==> src/rtl/core/orm_pkg.sv <==
`timescale 1ns / 1ps
`default_nettype none
// ----------------------------------------------------------------------------
// orm_pkg
// shared types, constants and tables of the oriented rectangle rasterizer
// ----------------------------------------------------------------------------
package orm_pkg;

  localparam int FineBits    = 24;
  localparam int CordicSteps = 16;
  localparam int StepBits    = 4;
  localparam logic signed [33:0] CordicGain = 34'sd652032874;
  localparam int CornerBits  = 14;

  localparam logic [1:0] RegLength = 2'd0;
  localparam logic [1:0] RegWidth  = 2'd1;
  localparam logic [1:0] RegImgW   = 2'd2;
  localparam logic [1:0] RegImgH   = 2'd3;

  localparam logic ActLoad = 1'b0;
  localparam logic ActTest = 1'b1;

  typedef enum logic [2:0] {
    OpIdle, OpCordicInit, OpCordicStep, OpCosSin, OpProducts, OpCorner, OpBox, OpTest
  } dp_op_e;

  typedef struct packed {
    dp_op_e           op;
    logic [1:0]       corner;
    logic [StepBits-1:0] step;
  } dp_cmd_t;

  function automatic logic signed [33:0] atan_fine(input logic [StepBits-1:0] i);
    logic signed [33:0] r;
    case (i)
      4'd0: r = 34'sd2097152;  4'd1: r = 34'sd1238021;
      4'd2: r = 34'sd654136;   4'd3: r = 34'sd332050;
      4'd4: r = 34'sd166669;   4'd5: r = 34'sd83416;
      4'd6: r = 34'sd41718;    4'd7: r = 34'sd20860;
      4'd8: r = 34'sd10430;    4'd9: r = 34'sd5215;
      4'd10: r = 34'sd2608;    4'd11: r = 34'sd1304;
      4'd12: r = 34'sd652;     4'd13: r = 34'sd326;
      4'd14: r = 34'sd163;     default: r = 34'sd81;
    endcase
    return r;
  endfunction

endpackage
`default_nettype wire

==> src/rtl/core/orm_ctrl.sv <==
`timescale 1ns / 1ps
`default_nettype none
// ----------------------------------------------------------------------------
// orm_ctrl
// sequencer: cordic iterations, corner writes, box and test steps, handshake
// ----------------------------------------------------------------------------
module orm_ctrl (
  input  wire logic                clk_i,
  input  wire logic                rst_ni,
  input  wire logic                in_valid_i,
  output logic                     in_ready_o,
  input  wire logic                action_i,
  output logic                     out_valid_o,
  input  wire logic                out_ready_i,
  output orm_pkg::dp_cmd_t         cmd_o
);

  typedef enum logic [2:0] {
    StIdle, StCordic, StCosSin, StProd, StCorner, StBox, StOut
  } state_e;

  state_e state_q;
  logic [orm_pkg::StepBits-1:0] step_q;
  logic [1:0] corner_q;
  logic out_valid_q;

  // idle, or result being taken this cycle
  assign in_ready_o  = (state_q == StIdle) || (state_q == StOut && out_ready_i);
  assign out_valid_o = out_valid_q;

  always_comb begin
    cmd_o.op     = orm_pkg::OpIdle;
    cmd_o.step   = step_q;
    cmd_o.corner = corner_q;
    if (in_ready_o && in_valid_i) begin
      cmd_o.op = (action_i == orm_pkg::ActTest) ? orm_pkg::OpTest : orm_pkg::OpCordicInit;
    end else begin
      unique case (state_q)
        StCordic: cmd_o.op = orm_pkg::OpCordicStep;
        StCosSin: cmd_o.op = orm_pkg::OpCosSin;
        StProd:   cmd_o.op = orm_pkg::OpProducts;
        StCorner: cmd_o.op = orm_pkg::OpCorner;
        StBox:    cmd_o.op = orm_pkg::OpBox;
        default:  cmd_o.op = orm_pkg::OpIdle;
      endcase
    end
  end

  always_ff @(posedge clk_i or negedge rst_ni) begin
    if (!rst_ni) begin
      state_q     <= StIdle;
      step_q      <= '0;
      corner_q    <= '0;
      out_valid_q <= 1'b0;
    end else begin
      unique case (state_q) inside
        StIdle, StOut: begin
          if (in_ready_o && in_valid_i) begin
            if (action_i == orm_pkg::ActTest) begin
              state_q     <= StOut;
              out_valid_q <= 1'b1;
            end else begin
              state_q     <= StCordic;
              step_q      <= '0;
              out_valid_q <= 1'b0;
            end
          end else if (state_q == StOut && out_ready_i) begin
            out_valid_q <= 1'b0;
            state_q     <= StIdle;
          end
        end
        StCordic: begin
          step_q <= step_q + 1'b1;
          if (step_q == orm_pkg::StepBits'(orm_pkg::CordicSteps - 1)) state_q <= StCosSin;
        end
        StCosSin: state_q <= StProd;
        StProd: begin
          state_q  <= StCorner;
          corner_q <= '0;
        end
        StCorner: begin
          corner_q <= corner_q + 1'b1;
          if (corner_q == 2'd3) state_q <= StBox;
        end
        StBox: begin
          state_q     <= StOut;
          out_valid_q <= 1'b1;
        end
        default: state_q <= StIdle;
      endcase
    end
  end

  assert property (@(posedge clk_i) disable iff (!rst_ni)
    out_valid_o |-> state_q == StOut)
    else $error("result valid outside output state");
  assert property (@(posedge clk_i) disable iff (!rst_ni)
    (state_q == StCordic && step_q == 4'd15) |=> state_q == StCosSin)
    else $error("cordic count broken");
  assert property (@(posedge clk_i) disable iff (!rst_ni)
    (out_valid_o && !out_ready_i) |=> out_valid_o)
    else $error("result dropped");

endmodule
`default_nettype wire

==> config.mk <==
export PLATFORM = sky130hd
export DESIGN_NAME = orm_ctrl
export DESIGN_NICKNAME = d
export VERILOG_FILES = /design/src/rtl/core/orm_pkg.sv /design/src/rtl/core/orm_ctrl.sv
export SDC_FILE = /design/constraint.sdc
export NUM_CORES = 1
export LEC_CHECK = 0
export BUFFER_PORTS_ARGS = -buffer_cell sky130_fd_sc_hd__buf_2
export CAP_MARGIN = 25
export CORE_ASPECT_RATIO = 0.75
export CORE_MARGIN = 5
export CORE_UTILIZATION = 30
export CTS_BUF_LIST = sky130_fd_sc_hd__clkbuf_4 sky130_fd_sc_hd__clkbuf_8
export CTS_CLUSTER_DIAMETER = 50
export DETAILED_ROUTE_END_ITERATION = 8
export GPL_TIMING_DRIVEN = 0
export MAX_ROUTING_LAYER = met4
export PLACE_DENSITY_LB_ADDON = 0.1
export SETUP_SLACK_MARGIN = 0.2
export SYNTH_ARGS = -nofsm -noshare
export SYNTH_HDL_FRONTEND = slang
export SYNTH_SLANG_ARGS = --single-unit
==> constraint.sdc <==
create_clock -name clk_i -period 1.95 [get_ports clk_i]
set_input_delay 0.195 -clock clk_i [delete_from_list [all_inputs] [get_ports clk_i]]
set_output_delay 0.195 -clock clk_i [all_outputs]
set_load 0.02 [all_outputs]
# --- After elaboration in Yosys (flattened, before gate mapping) ---
# Index checks and enable logic that the tools add are counted.
op_classes:
  n_eq_ne: 13
  n_mux: 17
  add_sub_neg: 2
  reduce_logical: 11
ops:
  columns: ["op", "count"]
  rows:
  - ["3-bit two-way mux", 7]
  - ["3-bit case mux with 6 select lines", 1]
  - ["3-bit case mux with 5 select lines", 1]
  - ["3-bit equality test (second input constant)", 3]
  - ["4-bit two-way mux", 2]
  - ["4-bit case mux with 2 select lines", 1]
  - ["3-bit by 2-bit equality test with 1-bit output (second input constant)", 2]
  - ["3-bit AND reduction", 2]
  - ["2-bit nonzero test", 3]
  - ["4-bit by 1-bit adder with 4-bit output (second input constant)", 1]
  - ["4-bit equality test (second input constant)", 1]
  - ["2-bit by 1-bit inequality test with 1-bit output (second input constant)", 2]
  - ["2-bit inequality test (second input constant)", 2]
  - ["2-bit case mux with 2 select lines", 1]
  - ["3-bit by 1-bit equality test with 1-bit output (second input constant)", 1]
  - ["3-bit zero test", 1]
  - ["1-bit two-way mux", 3]
  - ["3-bit inequality test (second input constant)", 1]
  - ["2-bit by 1-bit adder with 2-bit output (second input constant)", 1]
  - ["2-bit equality test (second input constant)", 1]
  - ["1-bit logical AND", 2]
  - ["1-bit case mux with 2 select lines", 1]
  - ["2-bit AND reduction", 1]
  - ["2-bit OR reduction", 1]
  - ["1-bit logical OR", 1]
word_totals:
  word_cells: 47
  output_inout_bits: 11
  reg_bits: 10
  in_bits: 5

# --- Longest topological paths before layout ---
depth:
  word_depth: 6
  mapped_depth: 8
  ltp_nobuf: 6

# --- Worst setup path before layout ---
# OpenSTA, ideal clock, no wires.
synth_timing:
  kind: "flip-flop to output port"
  from: "register state_q[1]"
  to: "output cmd_o[8] in the netlist's numbering"
  path_stages_with_launch: 9
  slack_ns: 0.016
  t_arrival_ns: 1.739
  path_cell_list: "dfrtp_1 buf_4 inv_1 buf_2 ha_1 inv_1 mux2i_1 a2bb2oi_1 a21oi_1"
synth_rtl:
  columns: ["item", "line", "text"]
  rows:
  - ["start: declaration", "orm_ctrl.sv:22", "state_e state_q;"]
  - ["start signal: assignment", "orm_ctrl.sv:51", "state_q <= StIdle;"]
  - ["start signal: assignment", "orm_ctrl.sv:60", "state_q <= StOut;"]
  - ["start signal: assignment", "orm_ctrl.sv:63", "state_q <= StCordic;"]
  - ["end: declaration", "orm_ctrl.sv:15", "output orm_pkg::dp_cmd_t cmd_o"]

==> results_dict.tcl <==
set metrics [dict create \
    status "finished, final reports clean" \
    p_sw_uw 880.4 \
    regArea_um2 251.5 \
    fill_cells 244 \
    dieHeight_um 53.76 \
    grt.total_usage_pct 13.73 \
    grt_first_pass_wirelength_um 3574 \
    tightest_slew_ns 0.3916 \
    p_clk_share_pct 7.1 \
    yosys-top-cells-area "dfrtp_1, nor2_1, ha_1" \
    path_class "flop to output pin" \
    netlist_area_um2 765.7 \
    p_per_area_nw_per_um2 1709 \
    cts_inserted_buffers 3 \
    netlist.area_leader.share_pct 32.68 \
    finalCriticalPeriod_ns 1.927 \
    grtUsageMet2_pct 19.84 \
    clk_latency_ns 0.26 \
    ys_seq_area_share_pct 32.68 \
    start_util_pct 32.38 \
    clockRootBuffer "clkbuf_4" \
    routabilityCongestion 0.8418 \
    final.period_utilization_pct 98.80 \
    wl_per_cell_um 13.11 \
    routed_via_density 4.955 \
    max_slew_margin_pct 73.89 \
    critPathMaxFanout 4 \
    grt_use_met3_pct 3.758 \
    clock-sinks 10 \
    final_nets 133 \
    final_util_pct 46.03 \
    die_x_um 68.34 \
    drive_gt1_share_pct 39.84 \
    vias 778 \
    final_common_cell "buf_2" \
    hp-class "primary input to asynchronous set/reset pin" \
    first_pass_iters 4 \
    io_pins 16 \
    core_um2 2365 \
    leakage_uw 0.0004895 \
    io_buffer_count 15 \
    antenna_found_initial 0 \
    htree_levels 1 \
    grt_max_degree 11 \
    cp-start-kind "flop" \
    areaGrowthSynthToFinish_pct 42.16 \
    r2r-start "state_q[1]" \
    max_freq_ghz 0.5190 \
    final_area_um2 1089 \
    placed_area_um2 909.6 \
    grt_pass1_vias 735 \
    num_rows 15 \
    die_area_um2 3673 \
    cap_violations 0 \
    p_comb_share_pct 72.5 \
    layout_setup_ws_ns 0.02331 \
    grt_setup_unrepaired "true" \
    cts.path.max_buffers 2 \
    final-setup-viol-count 0 \
    yosysUniqueCellTypes 35 \
    seqPwrFrac_pct 20.4 \
    synth_edf_count 0 \
    p_int_uw 979.5 \
    synth_fp_nets 100 \
    fin_worst_skew_ns 0.002311 \
    synth_top_area_cell "dfrtp_1" \
    ys_warn_count 0 \
    drc 0 \
    switching_share_pct 47.34 \
    mostFrequentLayoutCells "buf_2, buf_4, nor2_1" \
    hold_viol_final 0 \
    drt-total-wl_um 2058 \
    drt_first_iter_violations 30 \
    synth_top_flop_cell "dfrtp_1" \
    grt_busiest_layer "met2" \
    whs_ns 0.3255 \
    dp_hpwl_um 1463 \
    synthCells 92 \
    required_ns 1.75 \
    end_kind "output pin" \
    multi_input_area_um2 516.7 \
    worstPathArrival_ns 1.73 \
    reg2reg_depth 7 \
    async_flop_share_pct 100.0 \
    use_met1_pct 19.07 \
    ys_ff_latch 10 \
    reg2reg_slack_ns 0.12 \
    ant_nets 0 \
    overflow 0 \
    clk_pin_slew_worst_paths_ns 0.06 \
    dp_slack_ns -0.03362 \
    reg2reg_to "state_q[0]" \
    num_antenna_cells 0 \
    maxSlewViolCount 0 \
    syn_avg_cell_area_um2 8.323 \
    worst_ir_drop_vdd_mv 0.6157 \
    cts_tree "yes" \
]
==> power by group through the flow <==
stage / Combinational, uW / Clock (uW) / Sequential (uW)
2_1_floorplan: 744 / 0 / 438
3_3_place_gp: 1060 / 0 / 385
3_5_place_dp: 1060 / 0 / 390
4_1_cts: 1260 / 140 / 379
5_1_grt: 1490 / 148 / 395
6_report: 1350 / 133 / 379
==> Yosys cell counts (2+ instances only) <==
library cell and n:
a211oi_1 2, nor3_1 4, nand4_1 2, nor2_1 11
nand3_1 4, xor2_1 2, xnor2_1 2, ha_1 3
o21ai_0 2, nand2_1 8, o22ai_1 3, dfrtp_1 10
a21oi_1 7, clkbuf_1 2, inv_1 6, buf_2 2
mux2i_1 3, nand2b_1 2
==> sequential cells by signal, indices dropped and copies added (netlist names) <==
signal / flops
out_valid_o: 1
step_q: 4
corner_q: 2
state_q: 3
==> what timing repair did <==
action                     in CTS  in global routing
gates resized for setup        13                  8
hold buffers                    1                  0
hold endpoints to repair       10                  0
buffers inserted               10                  2
setup endpoints to repair       7                  9
pin swaps                       5                  4
==> worst max-delay path by stage <==
| stage | slack, ns | endpoint | from |
|---|---|---|---|
| floorplan | 0.23 | cmd_o[7] | state_q[1] |
| global placement | -0.02 | cmd_o[8] | state_q[1] |
| detailed placement | -0.03 | cmd_o[8] | state_q[1] |
| CTS | -0.007 | cmd_o[8] | state_q[1] |
| global route | -0.09 | cmd_o[8] | state_q[1] |
| finish | 0.02 | cmd_o[8] | state_q[1] |
==> stage by stage <==
step	instances	total power [uW]	setup TNS, ns
final	157	1860	0
after global routing	157	2035	-0.1327
after CTS	155	1775	-0.007168
after detailed placement	141	1453	-0.03362
after global placement	141	1450	-0.02111
after floorplan	92	1182	0
==> kinds of logic after synthesis <==
group                      share of synthesized area (%)
DFF                                                32.68
xor gates and xnor gates                           4.576
buffers and inverters                              6.210
muxes                                              3.922
adders and majority gates                          4.902
and+or+nand+nor                                    24.18
AOI/OAI and AO/OA                                  23.53
==> critical path, cell delays in order, from the launching register on <==
cell,delay [ns]
dfrtp_1,0.35
buf_6,0.12
inv_4,0.03
buf_6,0.11
ha_4,0.29
inv_4,0.04
mux2i_2,0.15
a2bb2oi_2,0.17
a21oi_2,0.07
buf_6,0.14
==> final cells by class <==
type | count | share of cell area, %
repair buffers | 28 | 17.24
flip-flops and latches | 10 | 23.10
well taps | 34 | 3.908
clock buffers | 3 | 2.069
inverters | 6 | 2.529
multi-input cells | 71 | 47.47
plain buffers | 5 | 3.678
==> per-layer routing <==
| layer | up-vias | routed length, um |
|---|---|---|
| li1 | 400 | - |
| met1 | 362 | 1078 |
| met2 | 14 | 872 |
| met3 | 2 | 95 |
| met4 | 0 | 12 |
| met5 | - | 0 |
Note: power is estimated with default switching activity, not from simulation.
